`src/rtl/core/htw_pkg.sv`:
```
// Package for the hashed timing wheel: sizes, request/status codes and the
// beat and control structs shared by the wheel cells, the divider and the top.
// No dependencies.
`timescale 1ns / 1ps
`default_nettype none

package htw_pkg;

  localparam int SLOTS  = 64;               // power of two
  localparam int TIMERS = 16;
  localparam int SLOT_W = $clog2(SLOTS);
  localparam int ID_W   = 4;
  localparam int TO_W   = 32;
  localparam int TI_W   = 16;
  localparam int ROT_W  = TO_W - SLOT_W;

  typedef enum logic [1:0] {
    REQ_ADD  = 2'd0,
    REQ_DEL  = 2'd1,
    REQ_TICK = 2'd2,
    REQ_NONE = 2'd3
  } htw_req_e;

  typedef enum logic [1:0] {
    ST_OK       = 2'd0,
    ST_NEG      = 2'd1,
    ST_FULL     = 2'd2,
    ST_INACTIVE = 2'd3
  } htw_status_e;

  typedef struct packed {
    htw_req_e                req_type;
    logic signed [TO_W-1:0]  timeout;
    logic [ID_W-1:0]         timer_id;
  } htw_req_t;

  typedef struct packed {
    logic [ID_W-1:0] result_id;
    htw_status_e     status;
    logic            expired;
    logic            last;
  } htw_rsp_t;

  // broadcast from the controller to every cell
  typedef struct packed {
    logic              adv;
    logic [SLOT_W-1:0] slot_ptr;
    logic [SLOT_W-1:0] wr_slot;
    logic [ROT_W-1:0]  wr_rot;
  } htw_ctl_t;

endpackage

`default_nettype wire

```
`src/rtl/core/htw_cell.sv`:
```
// One timer entry of the wheel: active flag, slot and rotation count, plus
// the stage of the tick token chain. Depends on htw_pkg.
`timescale 1ns / 1ps
`default_nettype none

module htw_cell (
  input  logic              clk_i,
  input  logic              rst_ni,
  input  htw_pkg::htw_ctl_t ctl_i,
  input  logic              add_i,
  input  logic              del_i,
  input  logic              tok_i,
  output logic              tok_o,
  output logic              active_o,
  output logic              exp_o
);
  import htw_pkg::*;

  logic              tok_q;
  logic              active_q;
  logic [SLOT_W-1:0] slot_q;
  logic [ROT_W-1:0]  rot_q;
  logic              hit;

  // token sits here and the entry belongs to the current slot
  assign hit      = ctl_i.adv && tok_q && active_q && (slot_q == ctl_i.slot_ptr);
  assign exp_o    = hit && (rot_q == '0);
  assign tok_o    = tok_q;
  assign active_o = active_q;

  always_ff @(posedge clk_i or negedge rst_ni) begin
    if (!rst_ni) begin
      tok_q    <= 1'b0;
      active_q <= 1'b0;
    end else begin
      if (ctl_i.adv) begin
        tok_q <= tok_i;
      end
      if (add_i) begin
        active_q <= 1'b1;
      end else if (del_i || exp_o) begin
        active_q <= 1'b0;
      end
    end
  end

  always_ff @(posedge clk_i) begin
    if (add_i) begin
      slot_q <= ctl_i.wr_slot;
      rot_q  <= ctl_i.wr_rot;
    end else if (hit && (rot_q != '0)) begin
      rot_q <= rot_q - ROT_W'(1);
    end
  end

endmodule

`default_nettype wire

```
`src/rtl/core/htw_div.sv`:
```
// Restoring divider, two quotient bits per cycle, for timeout / tick interval.
// Depends on htw_pkg.
`timescale 1ns / 1ps
`default_nettype none

module htw_div (
  input  logic                    clk_i,
  input  logic                    rst_ni,
  input  logic                    start_i,
  input  logic [htw_pkg::TO_W-1:0] dividend_i,
  input  logic [htw_pkg::TI_W-1:0] divisor_i,
  output logic                    done_o,
  output logic [htw_pkg::TO_W-1:0] quot_o
);
  import htw_pkg::*;

  localparam int STEPS = TO_W / 2;
  localparam int CNT_W = $clog2(STEPS);

  logic             busy_q;
  logic             done_q;
  logic [CNT_W-1:0] cnt_q;
  logic [TI_W-1:0]  div_q;
  logic [TI_W-1:0]  rem_q;
  logic [TO_W-1:0]  dq_q;     // dividend shifts out, quotient shifts in

  logic [TI_W:0]    r1;
  logic [TI_W:0]    r2;
  logic             ge1;
  logic             ge2;
  logic [TI_W-1:0]  rem_d;
  logic [TO_W-1:0]  dq_d;

  always_comb begin
    r1 = {rem_q, dq_q[TO_W-1]};
    ge1 = (r1 >= {1'b0, div_q});
    if (ge1) begin
      r1 = r1 - {1'b0, div_q};
    end
    r2 = {r1[TI_W-1:0], dq_q[TO_W-2]};
    ge2 = (r2 >= {1'b0, div_q});
    if (ge2) begin
      r2 = r2 - {1'b0, div_q};
    end
    rem_d = r2[TI_W-1:0];
    dq_d  = {dq_q[TO_W-3:0], ge1, ge2};
  end

  always_ff @(posedge clk_i or negedge rst_ni) begin
    if (!rst_ni) begin
      busy_q <= 1'b0;
      done_q <= 1'b0;
      cnt_q  <= '0;
    end else if (start_i) begin
      busy_q <= 1'b1;
      done_q <= 1'b0;
      cnt_q  <= '0;
    end else if (busy_q) begin
      cnt_q <= cnt_q + CNT_W'(1);
      if (cnt_q == CNT_W'(STEPS - 1)) begin
        busy_q <= 1'b0;
        done_q <= 1'b1;
      end
    end
  end

  always_ff @(posedge clk_i) begin
    if (start_i) begin
      div_q <= divisor_i;
      rem_q <= '0;
      dq_q  <= dividend_i;
    end else if (busy_q) begin
      rem_q <= rem_d;
      dq_q  <= dq_d;
    end
  end

  assign done_o = done_q;
  assign quot_o = dq_q;

endmodule

`default_nettype wire

```
`src/rtl/core/hashed_timing_wheel.sv`:
```
// Hashed timing wheel: 64 slots, 16 timer entries held in a chain of cells.
// One item at a time. Delete, and an add that is refused, go from the
// request register straight to the output register. An accepted add waits
// on the two-bit-per-cycle divider. Tick: a token walks the 16 cells one per
// cycle; it pauses while the output register is full. Results sit in an output
// register, so the next item is taken while the last result waits. Reset frees all
// entries, sets the current slot to 0 and the tick interval to 1.
`timescale 1ns / 1ps
`default_nettype none

module hashed_timing_wheel (
  input  logic                      clk_i,
  input  logic                      rst_ni,
  input  logic                      in_valid_i,
  output logic                      in_stall_o,
  input  htw_pkg::htw_req_t         in_data_i,
  output logic                      out_valid_o,
  input  logic                      out_stall_i,
  output htw_pkg::htw_rsp_t         out_data_o,
  input  logic                      cfg_valid_i,
  output logic                      cfg_ready_o,
  input  logic [htw_pkg::TI_W-1:0]  cfg_data_i
);
  import htw_pkg::*;

  typedef enum logic [2:0] {
    S_IDLE,
    S_EXEC,
    S_DIV,
    S_ADDW,
    S_TICK,
    S_FLUSH
  } state_e;

  state_e            state_q, state_d;
  htw_req_t          req_q;
  logic [TI_W-1:0]   tick_int_q;
  logic [SLOT_W-1:0] slot_ptr_q, slot_ptr_d;
  logic              inj_q, inj_d;
  logic              pend_v_q, pend_v_d;
  logic [ID_W-1:0]   pend_id_q, pend_id_d;
  logic              out_valid_q;
  htw_rsp_t          out_q;

  logic              out_free;
  logic              out_we;
  htw_rsp_t          out_d;

  logic [TIMERS-1:0] active_vec;
  logic [TIMERS-1:0] exp_vec;
  logic [TIMERS-1:0] add_vec;
  logic [TIMERS-1:0] del_vec;
  logic [TIMERS:0]   tok;
  htw_ctl_t          ctl;

  logic              free_v;
  logic [ID_W-1:0]   free_id;
  logic [ID_W-1:0]   exp_id;
  logic              exp_any;
  logic              del_hit;
  logic [TI_W-1:0]   si;
  logic              div_start;
  logic              div_done;
  logic [TO_W-1:0]   quot;
  logic [TO_W-1:0]   ticks;
  logic [SLOT_W:0]   slot_sum;

  assign out_free    = !out_valid_q || !out_stall_i;
  assign in_stall_o  = (state_q != S_IDLE);
  assign out_valid_o = out_valid_q;
  assign out_data_o  = out_q;
  assign cfg_ready_o = 1'b1;

  assign si = (tick_int_q == '0) ? TI_W'(1) : tick_int_q;

  // lowest free entry, and the id of the cell that expires under the token
  always_comb begin
    free_v  = 1'b0;
    free_id = '0;
    for (int i = TIMERS - 1; i >= 0; i--) begin
      if (!active_vec[i]) begin
        free_v  = 1'b1;
        free_id = ID_W'(i);
      end
    end
  end

  always_comb begin
    exp_id = '0;
    for (int i = 0; i < TIMERS; i++) begin
      if (exp_vec[i]) begin
        exp_id = exp_id | ID_W'(i);
      end
    end
  end

  assign exp_any = |exp_vec;
  assign del_hit = (32'(req_q.timer_id) < 32'(TIMERS)) && active_vec[req_q.timer_id];

  // timeouts below the interval give a zero quotient and take one tick
  assign ticks    = (quot == '0) ? TO_W'(1) : quot;
  assign slot_sum = {1'b0, ticks[SLOT_W-1:0]} + {1'b0, slot_ptr_q};

  always_comb begin
    ctl.adv      = (state_q == S_TICK) && out_free;
    ctl.slot_ptr = slot_ptr_q;
    ctl.wr_rot   = ticks[TO_W-1:SLOT_W];
    if (slot_sum >= (SLOT_W + 1)'(SLOTS)) begin
      ctl.wr_slot = SLOT_W'(slot_sum - (SLOT_W + 1)'(SLOTS));
    end else begin
      ctl.wr_slot = slot_sum[SLOT_W-1:0];
    end
  end

  assign div_start = (state_q == S_EXEC) && (req_q.req_type == REQ_ADD) &&
                     !req_q.timeout[TO_W-1] && free_v;

  always_comb begin
    add_vec = '0;
    del_vec = '0;
    if ((state_q == S_ADDW) && out_free) begin
      add_vec[free_id] = 1'b1;
    end
    if ((state_q == S_EXEC) && (req_q.req_type == REQ_DEL) && out_free && del_hit) begin
      del_vec[req_q.timer_id] = 1'b1;
    end
  end

  htw_div u_div (
    .clk_i      (clk_i),
    .rst_ni     (rst_ni),
    .start_i    (div_start),
    .dividend_i (req_q.timeout),
    .divisor_i  (si),
    .done_o     (div_done),
    .quot_o     (quot)
  );

  assign tok[0] = inj_q;

  for (genvar g = 0; g < TIMERS; g++) begin : g_cell
    htw_cell u_cell (
      .clk_i    (clk_i),
      .rst_ni   (rst_ni),
      .ctl_i    (ctl),
      .add_i    (add_vec[g]),
      .del_i    (del_vec[g]),
      .tok_i    (tok[g]),
      .tok_o    (tok[g+1]),
      .active_o (active_vec[g]),
      .exp_o    (exp_vec[g])
    );
  end

  always_comb begin
    state_d    = state_q;
    slot_ptr_d = slot_ptr_q;
    inj_d      = inj_q;
    pend_v_d   = pend_v_q;
    pend_id_d  = pend_id_q;
    out_we     = 1'b0;
    out_d      = '{result_id: '0, status: ST_OK, expired: 1'b0, last: 1'b1};
    unique case (state_q)
      S_IDLE: begin
        if (in_valid_i) begin
          state_d = S_EXEC;
        end
      end
      S_EXEC: begin
        unique case (req_q.req_type)
          REQ_ADD: begin
            if (req_q.timeout[TO_W-1]) begin
              if (out_free) begin
                out_we       = 1'b1;
                out_d.status = ST_NEG;
                state_d      = S_IDLE;
              end
            end else if (!free_v) begin
              if (out_free) begin
                out_we       = 1'b1;
                out_d.status = ST_FULL;
                state_d      = S_IDLE;
              end
            end else begin
              state_d = S_DIV;
            end
          end
          REQ_DEL: begin
            if (out_free) begin
              out_we          = 1'b1;
              out_d.result_id = req_q.timer_id;
              out_d.status    = del_hit ? ST_OK : ST_INACTIVE;
              state_d         = S_IDLE;
            end
          end
          REQ_TICK: begin
            inj_d    = 1'b1;
            pend_v_d = 1'b0;
            state_d  = S_TICK;
          end
          default: begin
            state_d = S_IDLE;
          end
        endcase
      end
      S_DIV: begin
        if (div_done) begin
          state_d = S_ADDW;
        end
      end
      S_ADDW: begin
        if (out_free) begin
          out_we          = 1'b1;
          out_d.result_id = free_id;
          state_d         = S_IDLE;
        end
      end
      S_TICK: begin
        // hold back each expiry until the next one is found so the final one can carry last
        if (ctl.adv) begin
          inj_d = 1'b0;
          if (exp_any) begin
            if (pend_v_q) begin
              out_we          = 1'b1;
              out_d.result_id = pend_id_q;
              out_d.expired   = 1'b1;
              out_d.last      = 1'b0;
            end
            pend_v_d  = 1'b1;
            pend_id_d = exp_id;
          end
          if (tok[TIMERS]) begin
            state_d = S_FLUSH;
          end
        end
      end
      S_FLUSH: begin
        if (out_free) begin
          out_we = 1'b1;
          if (pend_v_q) begin
            out_d.result_id = pend_id_q;
            out_d.expired   = 1'b1;
          end
          pend_v_d = 1'b0;
          if (slot_ptr_q == SLOT_W'(SLOTS - 1)) begin
            slot_ptr_d = '0;
          end else begin
            slot_ptr_d = slot_ptr_q + SLOT_W'(1);
          end
          state_d = S_IDLE;
        end
      end
      default: begin
        state_d = S_IDLE;
      end
    endcase
  end

  always_ff @(posedge clk_i or negedge rst_ni) begin
    if (!rst_ni) begin
      state_q     <= S_IDLE;
      tick_int_q  <= TI_W'(1);
      slot_ptr_q  <= '0;
      inj_q       <= 1'b0;
      pend_v_q    <= 1'b0;
      out_valid_q <= 1'b0;
    end else begin
      state_q    <= state_d;
      slot_ptr_q <= slot_ptr_d;
      inj_q      <= inj_d;
      pend_v_q   <= pend_v_d;
      if (cfg_valid_i) begin
        tick_int_q <= cfg_data_i;
      end
      if (out_we) begin
        out_valid_q <= 1'b1;
      end else if (!out_stall_i) begin
        out_valid_q <= 1'b0;
      end
    end
  end

  always_ff @(posedge clk_i) begin
    pend_id_q <= pend_id_d;
    if (out_we) begin
      out_q <= out_d;
    end
    if ((state_q == S_IDLE) && in_valid_i) begin
      req_q <= in_data_i;
    end
  end

endmodule

`default_nettype wire

```
`config.mk`:
```
export PLATFORM = sky130hd
export DESIGN_NAME = hashed_timing_wheel
export DESIGN_NICKNAME = d
export VERILOG_FILES = /design/src/rtl/core/htw_pkg.sv /design/src/rtl/core/htw_cell.sv /design/src/rtl/core/htw_div.sv /design/src/rtl/core/hashed_timing_wheel.sv
export SDC_FILE = /design/constraint.sdc
export NUM_CORES = 2
export LEC_CHECK = 0
export BUFFER_PORTS_ARGS = -buffer_cell sky130_fd_sc_hd__buf_4
export CAP_MARGIN = 20
export CORE_ASPECT_RATIO = 1.2
export CORE_MARGIN = 10
export CORE_UTILIZATION = 50
export DETAILED_ROUTE_END_ITERATION = 6
export PLACE_DENSITY = 0.66
export SKIP_CTS_REPAIR_TIMING = 1
export SYNTH_ARGS = -nofsm -noshare
export SYNTH_HDL_FRONTEND = slang
export SYNTH_HIERARCHICAL = 1
export SYNTH_SLANG_ARGS = --single-unit
```
`constraint.sdc`:
```
create_clock -name clk_i -period 16.1 [get_ports clk_i]
set_input_delay 0.805 -clock clk_i [delete_from_list [all_inputs] [get_ports clk_i]]
set_output_delay 0.805 -clock clk_i [all_outputs]
set_load 0.01 [all_outputs]
```
==> out/metrics.yaml <==
sta:
  period_needed_ns: 5.778
  tns_ns: 0
  max_slew.worst_pin.slew_ns: 1.054
  rsz0062_at_grt: "no"
  slew_headroom_pct: 29.38
  fmax_mhz: 173.1
  slew_viol_final: 0
  hold_viol_final: 0
  fin_crit_sh_pct: 35.89
  skew_ns: 0.03683
  setup_viol: 0
setup_path:
  r2r_start: "u_div/div_q[1]$_DFFE_PP_"
  startpoint_type: "flip-flop"
  crit_required_ns: 16.47
  crit_buf_inv: 1
  cp_max_fo: 18
  max_stage_delay_ns: 0.78
  crit_arrival_ns: 6.15
  reg2regPathDepth: 18
  path_class: "flip-flop to flip-flop"
  rrSetupSlack_ns: 10.32
  crit_chain: "inv_1, ha_1, nor2b_1, o31a_1, o21a_4, o21ai_4, a211oi_2, o32a_1, mux2_2, ha_1, o21a_1, o31a_1, o41a_1, a21oi_2, o41ai_4, nor4_4, nor2_1, mux2_2"
  timing.rr.end: "u_div/quot_o[0]$_DFFE_PP_"
  end_kind: "flip-flop"
  cp_top_family: "compound AO/OA/AOI/OAI gates"
  crit_slowest_cell: "o32a_1"
floorplan:
  rows: 114
  die_x_um: 280.7
  core_area_sq_mm: 0.08073
  pin_count: 70
  die_y_um: 332.8
  initial_core_util_pct: 50.50
  die_area_sq_mm: 0.09341
global_routing:
  grt_pass1_wl_mm: 172.8
  overflow: 0
  met2_usage_pct: 37.52
  antenna_found_initial: 3
  grt_busiest_layer: "met2"
  track_usage_pct: 23.57
  grt_pass1_vias: 29420
  grt_util_met1_pct: 32.62
  gr-usage-met3_pct: 3.419
  grt_start_max_net_pins: 67
cells_and_area:
  syn_to_final_growth_pct: 9.409
  final_cells: 5051
  final_cell_mix: "edfxtp_1 (610), nand2_1 (368), nor2_1 (367), o21ai_0 (260), a31oi_1 (188)"
  drive_gt1_share_pct: 13.68
  finalNetCount: 4068
  fill_cells: 6963
  final_common_cell: "edfxtp_1"
  diodes: 0
clock_tree:
  cts-root-buf: "clkbuf_16"
  cts.path.max_buffers: 3
  cts_tree: "built"
  cts_buffers: 76
  h-tree-depth: 3
  clock_sinks: 692
  clk_pin_slew_ns: 0.06
  clk_latency_ns: 0.65
logic_synthesis:
  netlist_instances: 3972
  synth-async-reset-ratio_pct: 9.538
  syn_nets: 4089
  synth.avg_cell_area_sq_um: 10.26
  synth_area_sq_mm: 0.04077
  synth_edf_count: 610
  ys.flop_type: "edfxtp_1"
  seq_area_frac_synth_pct: 49.77
  ys_ff_latch: 692
  yosys_warnings: 6
  yosysUniqueCellTypes: 94
placed_design:
  hpwl_mm: 70.97
  place_inst: 4917
  port_buffers: 68
  gp_congestion: 0.9304
route:
  dr.pass1.iters: 5
  drt_iter0_drc: 3295
  routed-via-count: 31710
  wl_mm: 113.0
  ant_nets: 0
  drc: 0
  vias_per_cell: 6.278
  avgRoutedWirePerCell_um: 22.38
power:
  p_leak_nw: 16.17
  ir_drop_mv: 0.1191
  powerDensity_mw_per_mm2: 139.8
hold_path:
  holdCritPathClass: "input port to asynchronous set/reset pin"
run_status:
  status: "complete, no violations"
run:
  drv_cap: 0
cells by family after synthesis:
kind of cell | Yosys count | share of synthesized area, %
simple gates | 1661 | 22.52
mux | 84 | 2.412
xor+xnor | 300 | 6.445
compound gates | 826 | 13.17
fa+ha+maj | 58 | 1.835
buf+inv | 350 | 3.836
other cells | 1 | 0.009198
flops | 692 | 49.77
per-stage QoR:
stage	cell area [sq um]	power, mW	hold WS [ns]	setup WS (ns)	util (%)
after global routing	44610	6.485	0.3213	9.934	55.25
after detailed placement	42170	4.505	0.4595	10.32	52.23
after floorplan	40770	3.610	0.4476	9.798	-
after global placement	42120	4.469	0.4574	10.41	52.17
final	44610	6.236	0.2877	10.32	55.25
after CTS	44610	6.248	0.3069	10.30	55.25
synthesized netlist by cell type, types with 26 or more instances:
cell type	n	area, sq um
or4_4	31	349.1
xnor2_1	159	1393
buf_2	47	235.2
ha_1	55	688.2
clkbuf_1	164	615.6
nor2_1	383	1438
or4_1	142	1066
nand2_1	368	1381
or2_2	42	262.8
nand2b_1	32	200.2
edfxtp_1	610	18320
inv_1	106	397.9
nand3b_1	26	195.2
nor3_1	142	710.7
a21oi_1	50	250.2
o211ai_1	26	195.2
nand4_1	55	344.1
mux2_2	73	822.0
xor2_1	141	1235
dfrtp_1	65	1627
nand3_1	85	425.4
nor4_1	108	675.7
o21ai_0	276	1381
o31ai_1	107	803.3
or3_1	80	500.5
a31oi_1	188	1176
final cells by class:
class                           count  area [sq um]  share of cell area, %
Sequential cell                   692         20290                  45.49
Multi-Input combinational cell   2930         19070                  42.74
Clock buffer                       91          2009                  4.505
Tap cell                         1044          1306                  2.928
Timing Repair Buffer              143          1101                  2.468
Clock inverter                     43         427.9                 0.9593
Inverter                          108         405.4                 0.9088
routing by layer:
layer	part of all wire (%)	up-vias	routed length, um
met2	46	1105	52320
met5	0.012	-	13
met1	43	15320	48290
li1	-	15120	-
met4	3.0	2	3366
met3	8.0	169	9032
where the power goes:
group	switching [mW]	total [mW]	internal (mW)	leakage [nW]
sequential	0.130	2.36	2.23	7.00
combinational	1.47	2.14	0.672	7.99
clock	0.756	1.73	0.978	1.18
total	2.36	6.24	3.88	16.2
registers in the layout, summed over array words and instances, names as in the netlist, 6 cells and up:
register,count
g_cell.u_cell/active_o,16
g_cell.u_cell/rot_q,416
g_cell.u_cell/slot_q,96
g_cell.u_cell/tok_o,16
out_data_o,8
req_q,38
slot_ptr_q,6
tick_int_q,16
u_div/div_q,16
u_div/quot_o,32
u_div/rem_q,16
worst max-delay path by stage:
stage	start	to	slack (ns)	cells past startpoint
floorplan	out_stall_i	g_cell[4].u_cell/rot_q[0]$_DFFE_PP_	9.80	6
global placement	u_div/div_q[1]$_DFFE_PP_	u_div/quot_o[0]$_DFFE_PP_	10.41	18
detailed placement	u_div/div_q[1]$_DFFE_PP_	u_div/quot_o[0]$_DFFE_PP_	10.32	18
CTS	u_div/div_q[1]$_DFFE_PP_	u_div/quot_o[0]$_DFFE_PP_	10.30	18
global route	u_div/div_q[8]$_DFFE_PP_	u_div/quot_o[0]$_DFFE_PP_	9.93	17
finish	u_div/div_q[1]$_DFFE_PP_	u_div/quot_o[0]$_DFFE_PP_	10.32	18
No activity file was read; power rests on OpenSTA's default activity.
